===== config.mk =====
export PLATFORM = sky130hd
export DESIGN_NAME = header_length_checksum_deframer_unit
export DESIGN_NICKNAME = d
export VERILOG_FILES = /design/src/sv/hlcd_pkg.sv /design/src/sv/hlcd_fifo.sv /design/src/sv/hlcd_front.sv /design/src/sv/hlcd_pack.sv /design/src/sv/header_length_checksum_deframer_unit.sv
export SDC_FILE = /design/constraint.sdc
export NUM_CORES = 2
export LEC_CHECK = 0
export BUFFER_PORTS_ARGS = -buffer_cell sky130_fd_sc_hd__buf_2
export CORE_MARGIN = 2
export CORE_UTILIZATION = 55
export CTS_BUF_LIST = sky130_fd_sc_hd__clkbuf_2 sky130_fd_sc_hd__clkbuf_4 sky130_fd_sc_hd__clkbuf_8
export DETAILED_ROUTE_END_ITERATION = 6
export PLACE_DENSITY = 0.82
export SETUP_SLACK_MARGIN = 0.02
export SYNTH_ARGS = -nofsm -noshare
export SYNTH_HDL_FRONTEND = slang
export SYNTH_MEMORY_MAX_BITS = 65536
export SYNTH_SLANG_ARGS = --single-unit

===== constraint.sdc =====
create_clock -name clk -period 5.75 [get_ports clk]
set_clock_uncertainty 0.1 [all_clocks]
set_input_delay 1.15 -clock clk [delete_from_list [all_inputs] [get_ports clk]]
set_output_delay 1.15 -clock clk [all_outputs]
set_load 0.1 [all_outputs]

===== src/sv/hlcd_pkg.sv =====
// ----------------------------------------------------------------------------
// hlcd_pkg: shared types and constants of the sync/length/checksum deframer
// Item formats between the scanner, the byte queue, the packer and the
// result queue, plus register indexes and frame constants.
// ----------------------------------------------------------------------------
package hlcd_pkg;

	localparam int BUFFER_BYTES_DEF = 512;
	localparam int QUEUE_DEPTH      = 4;

	// frame length L+4 tops out at 259, so nine bits cover any byte offset
	localparam int FLEN_W = 9;

	localparam logic [7:0]        SYNC_FIRST_RST  = 8'hAA;
	localparam logic [7:0]        SYNC_SECOND_RST = 8'hAB;
	localparam logic [FLEN_W-1:0] OFS_SYNC2       = 9'd1;
	localparam logic [FLEN_W-1:0] OFS_LEN         = 9'd3;
	localparam logic [FLEN_W-1:0] FLEN_ADD        = 9'd4;
	localparam logic [FLEN_W-1:0] FLEN_MIN        = 9'd6;

	localparam int         REG_IDX_W       = 1;
	localparam logic [0:0] REG_SYNC_FIRST  = 1'b0;
	localparam logic [0:0] REG_SYNC_SECOND = 1'b1;

	typedef enum logic [3:0] {
		S_HUNT_RD,
		S_HUNT_CHK,
		S_SYNC2_RD,
		S_SYNC2_CHK,
		S_LEN_RD,
		S_LEN_CHK,
		S_WAIT,
		S_SUM_RD,
		S_SUM_USE,
		S_EMIT_RD,
		S_EMIT_USE
	} scan_state_t;

	typedef struct packed {
		logic [7:0]  data;
		logic        first;
		logic        last;
		logic [31:0] good;
		logic [31:0] bad;
	} byte_item_t;

	typedef struct packed {
		logic [63:0] word;
		logic [3:0]  nbytes;
		logic        first;
		logic        last;
		logic [31:0] good;
		logic [31:0] bad;
	} word_item_t;

endpackage


===== src/sv/hlcd_fifo.sv =====
// ----------------------------------------------------------------------------
// hlcd_fifo: small first-in first-out queue
// Register-file queue with full/empty flags; DEPTH must be a power of two.
// ----------------------------------------------------------------------------
module hlcd_fifo #(
	parameter int WIDTH = 8,
	parameter int DEPTH = hlcd_pkg::QUEUE_DEPTH
) (
	input  logic             clk,
	input  logic             arst_n,
	input  logic             push,
	input  logic [WIDTH-1:0] din,
	output logic             full,
	input  logic             pop,
	output logic [WIDTH-1:0] dout,
	output logic             empty
);
	localparam int AW = $clog2(DEPTH);

	logic [WIDTH-1:0] slot_q [DEPTH];
	logic [AW:0]      wr_ptr_q;
	logic [AW:0]      rd_ptr_q;

	assign empty = (wr_ptr_q == rd_ptr_q);
	assign full  = (wr_ptr_q[AW] != rd_ptr_q[AW]) && (wr_ptr_q[AW-1:0] == rd_ptr_q[AW-1:0]);
	assign dout  = slot_q[rd_ptr_q[AW-1:0]];

	always_ff @(posedge clk or negedge arst_n) begin
		if (!arst_n) begin
			wr_ptr_q <= '0;
			rd_ptr_q <= '0;
		end else begin
			if (push && !full) wr_ptr_q <= wr_ptr_q + 1'b1;
			if (pop && !empty) rd_ptr_q <= rd_ptr_q + 1'b1;
		end
	end

	always_ff @(posedge clk) begin
		if (push && !full) slot_q[wr_ptr_q[AW-1:0]] <= din;
	end

endmodule


===== src/sv/hlcd_front.sv =====
// ----------------------------------------------------------------------------
// hlcd_front: byte buffer and frame scanner
// Stores received bytes in a circular buffer, hunts for the sync pair, waits
// for the whole frame, verifies the additive checksum and streams the bytes
// of good frames into the byte queue.
// ----------------------------------------------------------------------------
module hlcd_front #(
	parameter int BUFFER_BYTES = hlcd_pkg::BUFFER_BYTES_DEF
) (
	input  logic                clk,
	input  logic                arst_n,
	input  logic                push,
	input  logic [7:0]          in_byte,
	output logic                full,
	input  logic [7:0]          sync_first,
	input  logic [7:0]          sync_second,
	input  logic                bq_full,
	output logic                bq_push,
	output hlcd_pkg::byte_item_t bq_item
);
	localparam int AW = $clog2(BUFFER_BYTES);
	localparam int CW = $clog2(BUFFER_BYTES + 1);
	localparam int SW = AW + 1;
	localparam int FW = hlcd_pkg::FLEN_W;
	localparam logic [SW-1:0] NB = SW'(BUFFER_BYTES);

	function automatic logic [AW-1:0] wrap_add(input logic [AW-1:0] base,
		input logic [FW-1:0] ofs);
		logic [SW-1:0] s;
		s = {1'b0, base} + SW'(ofs);
		if (s >= NB) s = s - NB;
		return s[AW-1:0];
	endfunction

	logic [7:0]            byte_mem [BUFFER_BYTES];
	logic [7:0]            rd_data_q;
	logic [AW-1:0]         head_q;
	logic [AW-1:0]         tail_q;
	logic [CW-1:0]         count_q;
	logic [FW-1:0]         off_q;
	logic [FW-1:0]         flen_q;
	logic [7:0]            sum_q;
	logic [31:0]           good_q;
	logic [31:0]           bad_q;
	hlcd_pkg::scan_state_t state_q;
	hlcd_pkg::scan_state_t state_d;

	logic          accept;
	logic          rd_en;
	logic [FW-1:0] rd_ofs;
	logic [FW-1:0] drop;
	logic          good_inc;
	logic          bad_inc;
	logic [FW-1:0] last_ofs;
	logic          frame_in;
	logic          at_end;
	logic          is_last;

	assign full     = (count_q == CW'(BUFFER_BYTES));
	assign accept   = push && !full;
	assign last_ofs = flen_q - 1'b1;
	assign frame_in = (count_q >= CW'(flen_q));
	assign at_end   = (off_q == last_ofs);
	assign is_last  = at_end;

	// next state
	always_comb begin
		state_d = state_q;
		case (state_q)
			hlcd_pkg::S_HUNT_RD: begin
				if (count_q != '0) state_d = hlcd_pkg::S_HUNT_CHK;
			end
			hlcd_pkg::S_HUNT_CHK: begin
				state_d = (rd_data_q == sync_first) ? hlcd_pkg::S_SYNC2_RD
					: hlcd_pkg::S_HUNT_RD;
			end
			hlcd_pkg::S_SYNC2_RD: begin
				if (count_q > CW'(hlcd_pkg::OFS_SYNC2)) state_d = hlcd_pkg::S_SYNC2_CHK;
			end
			hlcd_pkg::S_SYNC2_CHK: begin
				state_d = (rd_data_q == sync_second) ? hlcd_pkg::S_LEN_RD
					: hlcd_pkg::S_HUNT_RD;
			end
			hlcd_pkg::S_LEN_RD: begin
				if (count_q > CW'(hlcd_pkg::OFS_LEN)) state_d = hlcd_pkg::S_LEN_CHK;
			end
			hlcd_pkg::S_LEN_CHK: state_d = hlcd_pkg::S_WAIT;
			hlcd_pkg::S_WAIT: begin
				if (frame_in) begin
					state_d = (flen_q <= hlcd_pkg::FLEN_MIN) ? hlcd_pkg::S_HUNT_RD
						: hlcd_pkg::S_SUM_RD;
				end
			end
			hlcd_pkg::S_SUM_RD: state_d = hlcd_pkg::S_SUM_USE;
			hlcd_pkg::S_SUM_USE: begin
				if (!at_end) state_d = hlcd_pkg::S_SUM_RD;
				else if (rd_data_q == sum_q) state_d = hlcd_pkg::S_EMIT_RD;
				else state_d = hlcd_pkg::S_HUNT_RD;
			end
			hlcd_pkg::S_EMIT_RD: state_d = hlcd_pkg::S_EMIT_USE;
			hlcd_pkg::S_EMIT_USE: begin
				if (!bq_full) state_d = is_last ? hlcd_pkg::S_HUNT_RD : hlcd_pkg::S_EMIT_RD;
			end
			default: state_d = hlcd_pkg::S_HUNT_RD;
		endcase
	end

	// outputs of the scanner
	always_comb begin
		rd_en    = 1'b0;
		rd_ofs   = '0;
		drop     = '0;
		good_inc = 1'b0;
		bad_inc  = 1'b0;
		bq_push  = 1'b0;
		case (state_q)
			hlcd_pkg::S_HUNT_RD: rd_en = (count_q != '0);
			hlcd_pkg::S_HUNT_CHK: begin
				if (rd_data_q != sync_first) drop = FW'(1);
			end
			hlcd_pkg::S_SYNC2_RD: begin
				rd_en  = (count_q > CW'(hlcd_pkg::OFS_SYNC2));
				rd_ofs = hlcd_pkg::OFS_SYNC2;
			end
			hlcd_pkg::S_SYNC2_CHK: begin
				if (rd_data_q != sync_second) drop = FW'(1);
			end
			hlcd_pkg::S_LEN_RD: begin
				rd_en  = (count_q > CW'(hlcd_pkg::OFS_LEN));
				rd_ofs = hlcd_pkg::OFS_LEN;
			end
			hlcd_pkg::S_WAIT: begin
				// frame too short to carry a checksum: count it bad
				if (frame_in && flen_q <= hlcd_pkg::FLEN_MIN) begin
					drop    = FW'(1);
					bad_inc = 1'b1;
				end
			end
			hlcd_pkg::S_SUM_RD,
			hlcd_pkg::S_EMIT_RD: begin
				rd_en  = 1'b1;
				rd_ofs = off_q;
			end
			hlcd_pkg::S_SUM_USE: begin
				if (at_end) begin
					if (rd_data_q == sum_q) begin
						good_inc = 1'b1;
					end else begin
						bad_inc = 1'b1;
						drop    = FW'(1);
					end
				end
			end
			hlcd_pkg::S_EMIT_USE: begin
				bq_push = !bq_full;
				if (!bq_full && is_last) drop = flen_q;
			end
			default: begin
			end
		endcase
	end

	assign bq_item.data  = rd_data_q;
	assign bq_item.first = (off_q == '0);
	assign bq_item.last  = is_last;
	assign bq_item.good  = good_q;
	assign bq_item.bad   = bad_q;

	always_ff @(posedge clk or negedge arst_n) begin
		if (!arst_n) begin
			state_q <= hlcd_pkg::S_HUNT_RD;
			head_q  <= '0;
			tail_q  <= '0;
			count_q <= '0;
			good_q  <= '0;
			bad_q   <= '0;
		end else begin
			state_q <= state_d;
			head_q  <= wrap_add(head_q, drop);
			if (accept) tail_q <= wrap_add(tail_q, FW'(1));
			count_q <= count_q + CW'(accept) - CW'(drop);
			if (good_inc) good_q <= good_q + 32'd1;
			if (bad_inc) bad_q <= bad_q + 32'd1;
		end
	end

	always_ff @(posedge clk) begin
		case (state_q)
			hlcd_pkg::S_LEN_CHK: flen_q <= FW'(rd_data_q) + hlcd_pkg::FLEN_ADD;
			hlcd_pkg::S_WAIT: begin
				off_q <= hlcd_pkg::OFS_LEN;
				sum_q <= '0;
			end
			hlcd_pkg::S_SUM_USE: begin
				if (!at_end) begin
					sum_q <= sum_q + rd_data_q;
					off_q <= off_q + 1'b1;
				end else begin
					off_q <= '0;
				end
			end
			hlcd_pkg::S_EMIT_USE: begin
				if (!bq_full) off_q <= off_q + 1'b1;
			end
			default: begin
			end
		endcase
	end

	always_ff @(posedge clk) begin
		if (accept) byte_mem[tail_q] <= in_byte;
	end

	always_ff @(posedge clk) begin
		if (rd_en) rd_data_q <= byte_mem[wrap_add(head_q, rd_ofs)];
	end

endmodule


===== src/sv/hlcd_pack.sv =====
// ----------------------------------------------------------------------------
// hlcd_pack: frame byte to word packer
// Collects frame bytes into words of up to eight bytes, earliest byte in the
// low lane, and hands each finished word to the result queue.
// ----------------------------------------------------------------------------
module hlcd_pack (
	input  logic                 clk,
	input  logic                 arst_n,
	input  logic                 bq_empty,
	input  hlcd_pkg::byte_item_t bq_item,
	output logic                 bq_pop,
	input  logic                 of_full,
	output logic                 of_push,
	output hlcd_pkg::word_item_t of_item
);
	logic [63:0] acc_word_q;
	logic [2:0]  acc_cnt_q;
	logic        acc_first_q;
	logic [63:0] new_word;
	logic        new_first;
	logic        done;

	always_comb begin
		for (int b = 0; b < 8; b++) begin
			if (3'(b) < acc_cnt_q) new_word[8*b +: 8] = acc_word_q[8*b +: 8];
			else if (3'(b) == acc_cnt_q) new_word[8*b +: 8] = bq_item.data;
			else new_word[8*b +: 8] = 8'd0;
		end
	end

	assign new_first = (acc_cnt_q == 3'd0) ? bq_item.first : acc_first_q;
	assign done      = bq_item.last || (acc_cnt_q == 3'd7);
	// hold the byte while a finished word cannot be handed on
	assign bq_pop    = !bq_empty && (!done || !of_full);
	assign of_push   = bq_pop && done;

	assign of_item.word   = new_word;
	assign of_item.nbytes = {1'b0, acc_cnt_q} + 4'd1;
	assign of_item.first  = new_first;
	assign of_item.last   = bq_item.last;
	assign of_item.good   = bq_item.good;
	assign of_item.bad    = bq_item.bad;

	always_ff @(posedge clk or negedge arst_n) begin
		if (!arst_n) begin
			acc_cnt_q <= '0;
		end else if (bq_pop) begin
			acc_cnt_q <= done ? 3'd0 : acc_cnt_q + 3'd1;
		end
	end

	always_ff @(posedge clk) begin
		if (bq_pop && !done) begin
			acc_word_q  <= new_word;
			acc_first_q <= new_first;
		end
	end

endmodule


===== src/sv/header_length_checksum_deframer_unit.sv =====
// Flow: once a frame's last byte is taken, the scanner sums the frame, then
//   copies its bytes through the byte queue and packer to the result queue.
// Each buffer read has a read state and a use state. Hunting for sync reads
//   each byte once; a good frame is read in a checksum pass, then a copy pass;
//   a bad checksum drops only the first byte, so the rest of the frame is rescanned.
// Reset: clears pointers, counts and queues, loads sync 0xAA/0xAB; buffer kept.
// ----------------------------------------------------------------------------
// header_length_checksum_deframer_unit: sync/length/checksum deframer
// Byte stream in, frame words out, with running good and bad frame counts.
// ----------------------------------------------------------------------------
module header_length_checksum_deframer_unit #(
	parameter int BUFFER_BYTES = hlcd_pkg::BUFFER_BYTES_DEF
) (
	input  logic                          clk,
	input  logic                          arst_n,
	input  logic                          push,
	output logic                          full,
	input  logic [7:0]                    in_byte,
	output logic                          empty,
	input  logic                          pop,
	output logic [63:0]                   frame_word,
	output logic [3:0]                    word_bytes,
	output logic                          first_word,
	output logic                          last_word,
	output logic [31:0]                   good_total,
	output logic [31:0]                   bad_total,
	input  logic                          wr_en,
	input  logic [hlcd_pkg::REG_IDX_W-1:0] wr_index,
	input  logic [7:0]                    wr_data
);
	localparam int BW = $bits(hlcd_pkg::byte_item_t);
	localparam int WW = $bits(hlcd_pkg::word_item_t);

	logic [7:0] sync_first_q;
	logic [7:0] sync_second_q;

	logic                 bq_push;
	logic                 bq_full;
	logic                 bq_pop;
	logic                 bq_empty;
	hlcd_pkg::byte_item_t bq_in;
	hlcd_pkg::byte_item_t bq_out;
	logic [BW-1:0]        bq_dout;
	logic                 of_push;
	logic                 of_full;
	hlcd_pkg::word_item_t of_in;
	hlcd_pkg::word_item_t of_out;
	logic [WW-1:0]        of_dout;

	always_ff @(posedge clk or negedge arst_n) begin
		if (!arst_n) begin
			sync_first_q  <= hlcd_pkg::SYNC_FIRST_RST;
			sync_second_q <= hlcd_pkg::SYNC_SECOND_RST;
		end else if (wr_en) begin
			case (wr_index)
				hlcd_pkg::REG_SYNC_FIRST:  sync_first_q  <= wr_data;
				hlcd_pkg::REG_SYNC_SECOND: sync_second_q <= wr_data;
				default: begin
				end
			endcase
		end
	end

	hlcd_front #(
		.BUFFER_BYTES(BUFFER_BYTES)
	) u_front (
		.clk        (clk),
		.arst_n     (arst_n),
		.push       (push),
		.in_byte    (in_byte),
		.full       (full),
		.sync_first (sync_first_q),
		.sync_second(sync_second_q),
		.bq_full    (bq_full),
		.bq_push    (bq_push),
		.bq_item    (bq_in)
	);

	hlcd_fifo #(
		.WIDTH(BW),
		.DEPTH(hlcd_pkg::QUEUE_DEPTH)
	) u_byte_q (
		.clk   (clk),
		.arst_n(arst_n),
		.push  (bq_push),
		.din   (bq_in),
		.full  (bq_full),
		.pop   (bq_pop),
		.dout  (bq_dout),
		.empty (bq_empty)
	);

	assign bq_out = bq_dout;

	hlcd_pack u_pack (
		.clk     (clk),
		.arst_n  (arst_n),
		.bq_empty(bq_empty),
		.bq_item (bq_out),
		.bq_pop  (bq_pop),
		.of_full (of_full),
		.of_push (of_push),
		.of_item (of_in)
	);

	hlcd_fifo #(
		.WIDTH(WW),
		.DEPTH(hlcd_pkg::QUEUE_DEPTH)
	) u_word_q (
		.clk   (clk),
		.arst_n(arst_n),
		.push  (of_push),
		.din   (of_in),
		.full  (of_full),
		.pop   (pop),
		.dout  (of_dout),
		.empty (empty)
	);

	assign of_out     = of_dout;
	assign frame_word = of_out.word;
	assign word_bytes = of_out.nbytes;
	assign first_word = of_out.first;
	assign last_word  = of_out.last;
	assign good_total = of_out.good;
	assign bad_total  = of_out.bad;

endmodule


Yosys cells after proc, flatten, opt, wreduce, memory -nomap -nowiden
Memories as Yosys holds them, arrays and structs flattened. A register that Yosys moved wholly into a read port is not among the register bits. Cells that the tools add are included.

Register bits after elaboration: 218. RAM bits: 4928. Bits of input ports: 22. Output and inout bits: 136. Word-level logic and storage cells: 188. Memories: 3.

Add/subtract/negate cells: 20. Magnitude comparators: 15. Equal/unequal tests: 37. Mux-type cells: 62. Bitwise operators: 1. Reduce and logical (&&, ||, !) cells: 32.

Memory list: u_front.byte_mem (depth 512, width 8, read ports 1, clocked after Yosys merged registers in 1, wr ports 1, line hlcd_front.sv:35) `logic [7:0] byte_mem [BUFFER_BYTES];`; u_word_q.slot_q (depth 4, width 134, read ports 1, clocked after Yosys merged registers in 0, wr ports 1, line hlcd_fifo.sv:20) `logic [WIDTH-1:0] slot_q [DEPTH];`; u_byte_q.slot_q (depth 4, width 74, read ports 1, clocked after Yosys merged registers in 0, wr ports 1, line hlcd_fifo.sv:20).

Operator list (number): 8-bit two-way mux (17); 9-bit two-way mux (8); 32-bit by 1-bit adder with 32-bit output, second input constant (2); 9-bit one-hot mux with 3 select lines (2); 9-bit one-hot mux with 5 select lines (1); 4-bit one-hot mux with 11 select lines (1); 9-bit by 1-bit subtractor with 9-bit output, second input constant (4); 4-bit two-way mux (8); 10-bit >= comparator, second input constant (3); 8-bit == test (3); 9-bit by 9-bit adder with 10-bit output (2); 1-bit two-way mux (18); 4-bit by 3-bit == test with 1-bit output, second input constant (4); 8-bit inequality test (2); 8-bit one-hot mux with 2 select lines (1); 3-bit by 1-bit adder with 3-bit output, second input constant (5); 3-bit == test, first input constant (4); 4-bit == test, second input constant (3); 1-bit logical AND (12); 3-bit less-than comparator, first input constant (4); 10-bit by 1-bit adder with 10-bit output (1); 9-bit by 1-bit adder with 10-bit output, second input constant (1); 10-bit == test, second input constant (1); 10-bit by 9-bit >= comparator with 1-bit output (1); 37 further kinds (59).

Depth between registers and ports, before layout
Word-level depth: 9. Mapped depth: 24. Gate-level depth less buffers: 22.

By module
From an unflattened synthesis, not the netlist that was laid out.

Cell total of the unflattened synthesis: 9676. Area, all modules: 201314.3 sq um.

By module, submodules not included: hlcd_front (instances 1, cells each 8111, area each 166213.2 sq um, sequential area each 126421.2 sq um); hlcd_fifo at u_word_q (instances 1, cells each 748, area each 19836.5 sq um, sequential area each 16245.6 sq um); hlcd_fifo at u_byte_q (instances 1, cells each 436, area each 11167.0 sq um, sequential area each 9038.7 sq um); hlcd_pack (instances 1, cells each 346, area each 3444.6 sq um, sequential area each 1786.7 sq um); header_length_checksum_deframer_unit (instances 1, cells each 35, area each 653.1 sq um, sequential area each 411.6 sq um).

Worst setup path after synthesis
OpenSTA, ideal clock, no wires.

Path kind: register to register. Start point: register u_front.count_q[4]. End point: register u_front.count_q[8]. Setup time: 0.080 ns. Arrival time: 5.905 ns. Data required time: 5.570 ns. Path slack: -0.335 ns. Cell stages (with the launch flop): 16. Path buffers: 1. Period minus slack after synthesis: 6.085 ns. Path through: dfrtp_1 -> nor4_1 -> nand2_1 -> nor4b_1 -> nor2b_1 -> clkbuf_1 -> ha_1 -> fa_1 -> a21oi_1 -> nor2_1 -> nor2_1 -> o21bai_1 -> a21oi_1 -> o21bai_1 -> a21oi_1 -> xnor2_1.

Cells in the longest elaborated chain, start to end: 5. Elaborated cells on any way between the ends: 9. Those cells by class: 2 x add/sub; 1 x order compare; 1 x eq/ne; 2 x mux; 3 x reduce/logical.

Ends and longest elaborated chain: start, declared (line hlcd_front.sv:39) `logic [CW-1:0] count_q;`; start signal, assigned (line hlcd_front.sv:181) `count_q <= count_q + CW'(accept) - CW'(drop);`; 10-bit == test (line hlcd_front.sv:59) `assign full = (count_q == CW'(BUFFER_BYTES));`; named net full (line header_length_checksum_deframer_unit.sv:17) `output logic full,`; 1-bit zero test (line hlcd_front.sv:60) `assign accept = push && !full;`; 1-bit logical AND (line hlcd_front.sv:60); named net u_front.accept (line hlcd_front.sv:48) `logic accept;`; 10-bit by 1-bit adder with 10-bit output (line hlcd_front.sv:181); 10-bit by 9-bit subtractor with 10-bit output (line hlcd_front.sv:181).

The timed path passes the listed nets, and every way through them passes these cells. A chain may end at the register's enable or synchronous reset.

Worst setup path in the final report
Start point: register u_front.state_q[1]. End point: register u_front.rd_data_q[4], read port of u_front.byte_mem (data pin).

Cells in the longest elaborated chain, start to end: 7. Elaborated cells on any way between the ends: 13. Those cells by class: 2 x add/sub; 1 x order compare; 4 x eq/ne; 4 x mux; 2 x reduce/logical.

Ends and longest elaborated chain: start, declared (line hlcd_front.sv:45) `hlcd_pkg::scan_state_t state_q;`; start signal, assigned (line hlcd_front.sv:171) `state_q <= hlcd_pkg::S_HUNT_RD;`; start signal, assigned (line hlcd_front.sv:178) `state_q <= state_d;`; 4-bit by 3-bit == test with 1-bit output / 4-bit == test (equally long branches) (line hlcd_front.sv:116) `case (state_q)`; 2-bit OR reduction (line hlcd_front.sv:116); 9-bit one-hot mux with 3 select lines (line hlcd_front.sv:116); 9-bit by 9-bit adder with 10-bit output (line hlcd_front.sv:30) `s = {1'b0, base} + SW'(ofs);`; 9-bit by 1-bit subtractor with 9-bit output / 10-bit >= comparator (equally long branches) (line hlcd_front.sv:31) `if (s >= NB) s = s - NB;`; 9-bit two-way mux (line hlcd_front.sv:31); 9-bit two-way mux (line hlcd_front.sv:215) `if (rd_en) rd_data_q <= byte_mem[wrap_add(head_q, rd_ofs)];`; end, declared (line hlcd_front.sv:36) `logic [7:0] rd_data_q;`.

Parallel ways exist; a longest one is shown, timed or not. The select of a mux whose other input is x is not followed.

==> impl_metrics.yaml <==
detailed_routing:
  wl_per_cell_um: 31.6
  ant_nets: 0
  route.met2.wl_um: 234000
  drtPass1Iterations: 6
  drt_iter0_drc: 15300
  wirelength_um: 485000
  wl_met3_um: 60600
  dr.max_layer_used: "met5"
  routed_via_density: 6.60
  via_count: 101000
  met1_length_um: 166000
  drc: 0
sta:
  finalHoldViolCount: 0
  final_critical_path_setup_slack_ns: -0.0250
  setup_tns_ns: -0.0250
  tightest_slew_ns: 1.36
  clock.fmax_ghz: 0.173
  timing.final.max_slew_violations: 0
  fin_crit_ns: 5.77
  period_share: 1.00
  maxSlewHeadroom: 0.0917
  setup_viol_count_final: 1
worst_setup_path:
  reg2reg_depth: 16
  crit_path_start: "u_front.state_q[1]"
  crit_chain: "and3b_1 > or2_2 > and2_1 > a22o_1 > ha_4 > fa_4 > buf_12 > buf_12 > buf_12 > mux4_2 > mux2i_1 > mux4_2 > nand2_1 > a2111oi_0 > buf_4 > nor3_1"
  slowest_stage: "fa_4"
  worstPathArrival_ns: 6.65
  worstPathRequired_ns: 6.63
  r2r-end: "u_front.rd_data_q[4]"
  cp_max_fo: 25
  rr_startpoint: "u_front.state_q[1]"
  crit_end: "u_front.rd_data_q[4]"
  endpoint_kind: "register"
  reg2reg_slack_ns: -0.02
  slowest_delay_ns: 0.99
  crit_path_frequent_cell: "buf_12"
  path_class: "register to register"
  startpoint_type: "register"
die:
  io_pins: 158
  core_region_area_um2: 363000
  dieArea_um2: 369000
  die_w_um: 608
  num_rows: 221
  die_h_um: 608
  start_util: 0.553
hold_path:
  min_path_type: "input pin to register"
synth:
  synth_edf_count: 5019
  synth.most_common_cell: "edfxtp_1"
  synthFlopType: "edfxtp_1"
  ys_top_cells_by_area: "edfxtp_1 75%, mux4_2 16%, dfrtp_1 1.5%"
  ys_seq_area_frac: 0.768
  yosys.area.top_type: "edfxtp_1"
  syn_inst: 9209
  synth_nets: 9310
  synth_top_area_frac: 0.752
  synth-seq-cells: 5146
  synthArstFlopShare: 0.0247
  syn_area_um2: 200000
  avgSynthCellArea_um2: 21.8
  yosys-top-cells-count: "5019 x edfxtp_1, 1444 x mux4_2, 606 x nor2_1, 464 x nand2_1, 263 x clkbuf_1"
  synthDistinctLibCells: 78
  synth_warnings: 0
grt:
  grt_pass1_wl_um: 698000
  grt_max_degree: 213
  grt_use_total: 0.258
  first_global_vias: 102000
  grt_overflow: 0
  antenna_found_initial: 15
pwr:
  ir_worst_vdd_mv: 0.330
  power_density_nw_per_um2: 436
  leakage_nw: 69.5
cts:
  insertion_delay_ns: 1.26
  cts_sinks: 5146
  cts_root_buffer: "clkbuf_8"
  htreeDepth: 6
  path_clk_slew_ns: 0.06
  cts_buffer_depth: 4
  cts_tree: "done"
  cts_made_buffers: 755
layout:
  synthToLayoutAreaGrowth_pct: 11.8
  nets: 10000
  final_layout_size_suffix_gt1_frac: 0.307
  finish.utilization: 0.618
  nFillCells: 22500
placed_design:
  hpwl_um: 287000
  place.port_buffers: 157
  place_congestion: 0.869
status:
  violations: "negative setup slack"
  status: "finished, violations left"
run:
  maxCapViolCount: 0
==> worst min path at each step <==
| stage | from | end | depth (start not counted) |
|---|---|---|---|
| 2_1_floorplan | u_byte_q.rd_ptr_q[2] | u_byte_q.rd_ptr_q[2] | 1 |
| 3_3_place_gp | u_byte_q.wr_ptr_q[2] | u_byte_q.wr_ptr_q[2] | 1 |
| 3_5_place_dp | u_byte_q.wr_ptr_q[2] | u_byte_q.wr_ptr_q[2] | 1 |
| 4_1_cts | wr_data[2] | sync_first_q[2] | 2 |
| 5_1_grt | wr_data[2] | sync_first_q[2] | 2 |
| 6_report | wr_data[3] | sync_second_q[3] | 2 |
==> cell usage in the layout (no fill, tap or decap), types with 16 or more instances in the layout <==
master	n
a21boi_0	16
a21oi_1	57
a31oi_1	25
and2_1	27
and3_1	44
buf_12	88
buf_2	148
buf_4	207
bufinv_16	18
clkbuf_4	272
clkbuf_8	776
clkinv_1	193
clkinv_2	59
clkinv_8	16
dfrtp_1	114
diode_2	19
edfxtp_1	5019
ha_1	74
inv_1	60
mux2_2	25
mux2i_1	44
mux4_2	1444
nand2_1	447
nand2_4	16
nand3_1	128
nand4_1	21
nor2_1	600
nor3_1	38
o21ai_0	55
xnor2_1	85
xor2_1	63
==> routing by layer <==
| metal | GRT usage | vias up |
|---|---|---|
| met5 | 0 | - |
| met1 | 0.343 | 52200 |
| li1 | - | 39800 |
| met4 | 0.114 | 16 |
| met2 | 0.408 | 8008 |
| met3 | 0.0647 | 1333 |
==> sequential cells by signal, summed over array words and instances (netlist names), 9 cells and up <==
| signal | flops |
|---|---|
| u_word_q.slot_q | 536 |
| u_front.count_q | 10 |
| u_front.off_q | 9 |
| u_front.byte_mem | 4096 |
| u_pack.acc_word_q | 56 |
| u_front.head_q | 9 |
| u_byte_q.slot_q | 296 |
| u_front.flen_q | 9 |
| u_front.good_q | 32 |
| u_front.tail_q | 9 |
| u_front.bad_q | 32 |
==> report_power, final <==
part	switching, mW	internal (mW)
sequential	0.376	41.5
clock	14.1	15.3
combinational	14.6	11.9
total	29.1	68.7
==> through the flow <==
step	setup WS [ns]	area [um2]	hold WS, ns	instances	total power [mW]
after floorplan	0.485	200000	0.360	9209	59.3
after global placement	-0.393	209000	0.376	13900	67.7
after detailed placement	-0.438	209000	0.376	13900	68.3
after CTS	0.0206	224000	0.0247	15300	97.4
after global routing	-0.0711	224000	0.0719	15300	100
final	-0.0250	224000	0.131	15400	97.8
==> cell type report <==
type                            instances  area (um2)  share of cell area
Multi-Input combinational cell       3488       44400               0.198
Sequential cell                      5146      154000               0.687
Timing Repair Buffer                  466        4420              0.0197
Clock inverter                        332        2350              0.0105
Inverter                               60         225             0.00100
Antenna cell                           19        47.5            0.000212
Clock buffer                         1048       12700              0.0568
Tap cell                             4794        6000              0.0268
==> kinds of logic after synthesis <==
logic type,Yosys count,share of synthesized area
buffers and inverters,577,0.0130
xor gates and xnor gates,154,0.00688
and+or+nand+nor,1445,0.0314
AOI/OAI and AO/OA,292,0.00984
muxes,1516,0.166
adders and majority gates,79,0.00508
DFF,5146,0.768
==> critical path: cells and delay by family (launching register included) <==
kind / cells / cell delay, ns
AOI/OAI and AO/OA: 2 / 0.79
adders and majority gates: 2 / 1.17
buffers and inverters: 4 / 0.97
DFF: 1 / 0.40
muxes: 3 / 1.07
and+or+nand+nor: 5 / 0.87
==> repair_timing <==
item | CTS | global route
setup buffers | 8 | 4
hold buffers | 4 | 0
pin swaps | 3 | 4
gates resized for setup | 10 | 38
endpoints found under the setup margin | 7 | 8
hold endpoints to repair | 92 | 0
cloned | 1 | 3
Note: power is estimated with default switching activity, not from simulation.
